[src/hw/rtl/hcbp_ram.sv]
module hcbp_ram #(
  parameter int WIDTH = 8,
  parameter int DEPTH = 16
) (
  input  logic                     clk,
  input  logic                     wr_en,
  input  logic [$clog2(DEPTH)-1:0] wr_addr,
  input  logic [WIDTH-1:0]         wr_data,
  input  logic                     rd_en,
  input  logic [$clog2(DEPTH)-1:0] rd_addr,
  output logic [WIDTH-1:0]         rd_data
);

  logic [WIDTH-1:0] mem [DEPTH];

  always_ff @(posedge clk) begin
    if (wr_en) begin
      mem[wr_addr] <= wr_data;
    end
    if (rd_en) begin
      rd_data <= mem[rd_addr];
    end
  end

endmodule

[config.mk]
export PLATFORM = sky130hd
export DESIGN_NAME = hcbp_ram
export DESIGN_NICKNAME = d
export VERILOG_FILES = /design/src/hw/rtl/hcbp_ram.sv
export SDC_FILE = /design/constraint.sdc
export NUM_CORES = 1
export LEC_CHECK = 0
export BUFFER_PORTS_ARGS = -buffer_cell sky130_fd_sc_hd__buf_2
export CAP_MARGIN = 20
export CORE_MARGIN = 2
export CORE_UTILIZATION = 55
export DETAILED_ROUTE_END_ITERATION = 8
export HOLD_SLACK_MARGIN = 0.02
export PLACE_DENSITY = 0.79
export SLEW_MARGIN = 20
export SYNTH_ARGS = -nofsm -noshare
export SYNTH_HDL_FRONTEND = slang
export SYNTH_SLANG_ARGS = --single-unit
[constraint.sdc]
create_clock -name clk -period 3.5 [get_ports clk]
set_input_delay 0.7 -clock clk [delete_from_list [all_inputs] [get_ports clk]]
set_output_delay 0.7 -clock clk [all_outputs]
set_load 0.005 [all_outputs]
Yosys cells after proc, flatten, opt, wreduce, memory -nomap -nowiden
Memories as Yosys holds them, arrays and structs flattened. A register that Yosys moved wholly into a read port is not among the register bits.
Cells that the tools add are included.

storage, ports and cells
  register bits = 0
  latch bits = 0
  bits in writable memories = 128
  memory bits (read-only) = 0
  bits of input ports = 19
  output and inout port bits = 8
  word-level logic and storage cells = 3
  memories = 1

memories
  name  words  bits a word  read ports  clocked after Yosys merged registers in  write ports  RTL line  RTL
  mem   16     8            1           1                                        1            14        logic [WIDTH-1:0] mem [DEPTH];

cells by class
  $add $sub $neg = 0
  multiply operators = 0
  divide/modulo/power cells = 0
  magnitude comparators = 0
  eq/ne operators = 0
  shift operators = 0
  multiplexer cells = 2
  bitwise gates (word level) = 0
  reductions and logical operators = 0

operator list
  kind               number
  two-way mux 1 bit  2

Logic depth before layout (Yosys ltp)
  word-level depth = 2
  gate-level depth with buffers = 5
  mapped depth without buffers = 3

Worst setup path before layout
OpenSTA, ideal clock, no wires.

  path kind = in2reg
  from = input port wr_addr[2]
  to = memory mem[0][0] (enable)
  setup time = 383 ps
  arrival = 1,810 ps
  data required time = 3,117 ps
  path slack = 1,307 ps
  stages = 2
  path buffers = 0
  cell sequence = or3b_2 > nor3_1

RTL lines
  what         RTL line  RTL
  from (decl)  7         input logic [$clog2(DEPTH)-1:0] wr_addr,
  to (decl)    14

Straight into the memory's write port.

==> metrics.md <==
| Metric | Value |
|---|---|
| Class of the worst hold path | in2reg |
| Combined area of the multi-input logic cells | 1057 um2 |
| Total core area | 9240 um2 |
| Critical Path Max Stage Delay | 0.62 ns |
| Yosys reg bits | 136 |
| Top-level I/O count | 27 |
| CP bufs+invs | 2 |
| Number of fill cells | 550 |
| Leading cell type in the layout, fill and taps excluded | edfxtp_1 |
| Antenna-violating nets left | 0 |
| PortBufs | 26 |
| Tcrit/Tclk final | 0.6380 |
| Post-synthesis cell count | 229 |
| Root Driver | clkbuf_8 |
| Most frequent cells in the layout | 136 x edfxtp_1, 26 x buf_2, 18 x mux4_2 |
| Placement Setup Slack | between 0.8 and 0.9 ns |
| Synth Warn # | 0 |
| Routability Congestion | 0.7388 |
| Initial antenna violation count | 0 |
| Drt first pass iters | 5 |
| Slew HR | 0.3336 |
| Share of layout cells above drive strength 1 | 0.2898 |
| Num rows | 35 |
| PwrDens | 631.3 nW/um2 |
| Fmax | 0.4479 GHz |
| Status | complete, no violations |
| Fin Clk Skew | 0.009837 ns |
| Synth area leader | edfxtp_1 |
| Leakage | 2.028 nW |
| Total track usage | 0.2345 |
| Final wirelength | 10,570 um |
| Nets | 289 |
| CTS tree | yes |
| CTS Buf Count | 17 |
| Wire per inst | 25.65 um |
| First-pass GRT wire length | 16,090 um |
| Initial Utilization | 0.5657 |
| Drt first-iter violations | 263 |
| Post-CTS setup buffers | 0 |
| Crit Path Category | in2reg |
| Seq/Total Area, Yosys | 0.7812 |
| CP max-delay cell | mux4_1 |
| # DRC | 0 |
| CTS Hold Bufs | 0 |
| Number of global-route vias before repair | roughly 2.6k |
| Crit path required time | 3.76 ns |
| H-tree Lvls | 4 |
| Clock transition at path regs | 0.06 ns |
| CP top delay family | buffers and inverters |
| DIE WIDTH | 101.5 um |
| Synthesis-to-finish area growth | 16.59% |
| Yosys cell types | 18 |
| Total Power | 0.003848 W |
| Die Area | between 10,000 and 15,000 um2 |
| Syn_area_per_cell | 22.83 um2 |
| CTS resizes | 0 |
| CP arrival | 2.50 ns |
| DP HPWL | 5840 um |
| Synth top area share | 0.7812 |
| Clock latency on the worst-skew pair | approximately 0.53 ns |
| Crit path cell chain | buf_2 -> buf_4 -> mux4_1 -> a22oi_1 -> nand2_1 |
| Worst Setup Start Kind | primary input |
| Total gr overflow | 0 |
| Post-synth net total | 248 |
| Max_cap viols | 0 |
| Endpoints failing setup | 0 |
| Final hold vios | 0 |
| Max clock buf depth | 2 |
| Clock Sinks | 136 |
| Via Count | 2,530 |
| Synth top area cells | edfxtp_1 78%, mux4_2 7.8%, mux4_1 7.0% |
| Layout Utilization | 0.6596 |
| Synth Cell Area | roughly 5200 um2 |
| Die height | approximately 100 um |
| Max IR drop VDD | 0.0004078 V |
| Fin Setup TNS | 0 ns |
| FF/Latch Area | ~4100 um2 |
| Pin count of the biggest net entering global routing | 33 |
| Final Slew Violations | 0 |
| CP max FO | 14 |
| Final setup margin | about 1.3 ns |
| Fin crit period | between 2 and 2.5 ns |
| Antenna diodes | 0 |
| Least-Margin Pin Slew | 0.9959 ns |
| Critical path endpoint category | flip-flop |
| Vias per inst | 6.141 |
| Unrepaired setup endpoints after global routing | no |
==> flip-flops by register name (all words and copies together), names as in the netlist <==
signal and flops:
rd_data 8, mem 128
==> power breakdown <==
group	internal, W	switching (W)	total, W
Clock	0.00116	0.000678	0.00184
Combinational	0.0000654	0.0000965	0.000162
Sequential	0.00184	0.0000106	0.00185
==> per-layer routing <==
metal  routed length (um)  global-route usage  vias up
met5                    0                   0        -
met4                  248             0.09252        0
met3                  774             0.07937       18
met2                 5407              0.3561      145
met1                 4138              0.3198     1303
li1                     -                   -     1064
==> final cells by class <==
cell class | instances | area share
Timing Repair Buffer | 32 | 0.02874
Multi-Input combinational cell | 83 | 0.1735
Sequential cell | 136 | 0.6701
Tap cell | 129 | 0.02648
Clock buffer | 18 | 0.06857
Clock inverter | 14 | 0.03264
==> through the flow <==
stage               cell area (um2)  std cells  hold slack [ns]
floorplan                      5228        229           0.7048
global placement               5478        380           0.7348
detailed placement             5478        380           0.7396
CTS                            6095        412           0.5066
global route                   6095        412           0.4998
finish                         6095        412           0.5263
==> kinds of logic after synthesis <==
group,Yosys count,synth area share
muxes,32,0.1479
DFF,136,0.7812
buffers and inverters,10,0.01651
and+or+nand+nor,35,0.03136
AOI/OAI and AO/OA,16,0.02298
==> worst register-to-register path, cell delays in order (launching register included) <==
cell      delay [ns]
edfxtp_1        0.40
mux4_1          0.56
a22oi_1         0.35
nand2_1         0.11
==> synthesized netlist by cell type, drive strengths merged <==
library cell   instances
a22oi                 16
or3b                   1
nand2b                 2
nand3b                 2
nor2b                  1
and2b                  1
nand2                  9
clkdlybuf4s25          3
mux4                  32
nor2                  13
nand3                  1
and2                   1
nor3                   4
edfxtp               136
buf                    7
==> worst paths after layout <==
| check | start | end | slack [ns] | cells past startpoint |
|---|---|---|---|---|
| setup / recovery | rd_addr[0] | rd_data[2] | 1.27 | 5 |
| setup reg to reg | mem[10][2] | rd_data[2] | 1.83 | 3 |
| hold reg to reg | mem[3][0] | rd_data[0] | 0.77 | 3 |
| hold / removal | rd_en | rd_data[2] | 0.53 | 1 |
Note: power is estimated with default switching activity, not from simulation.
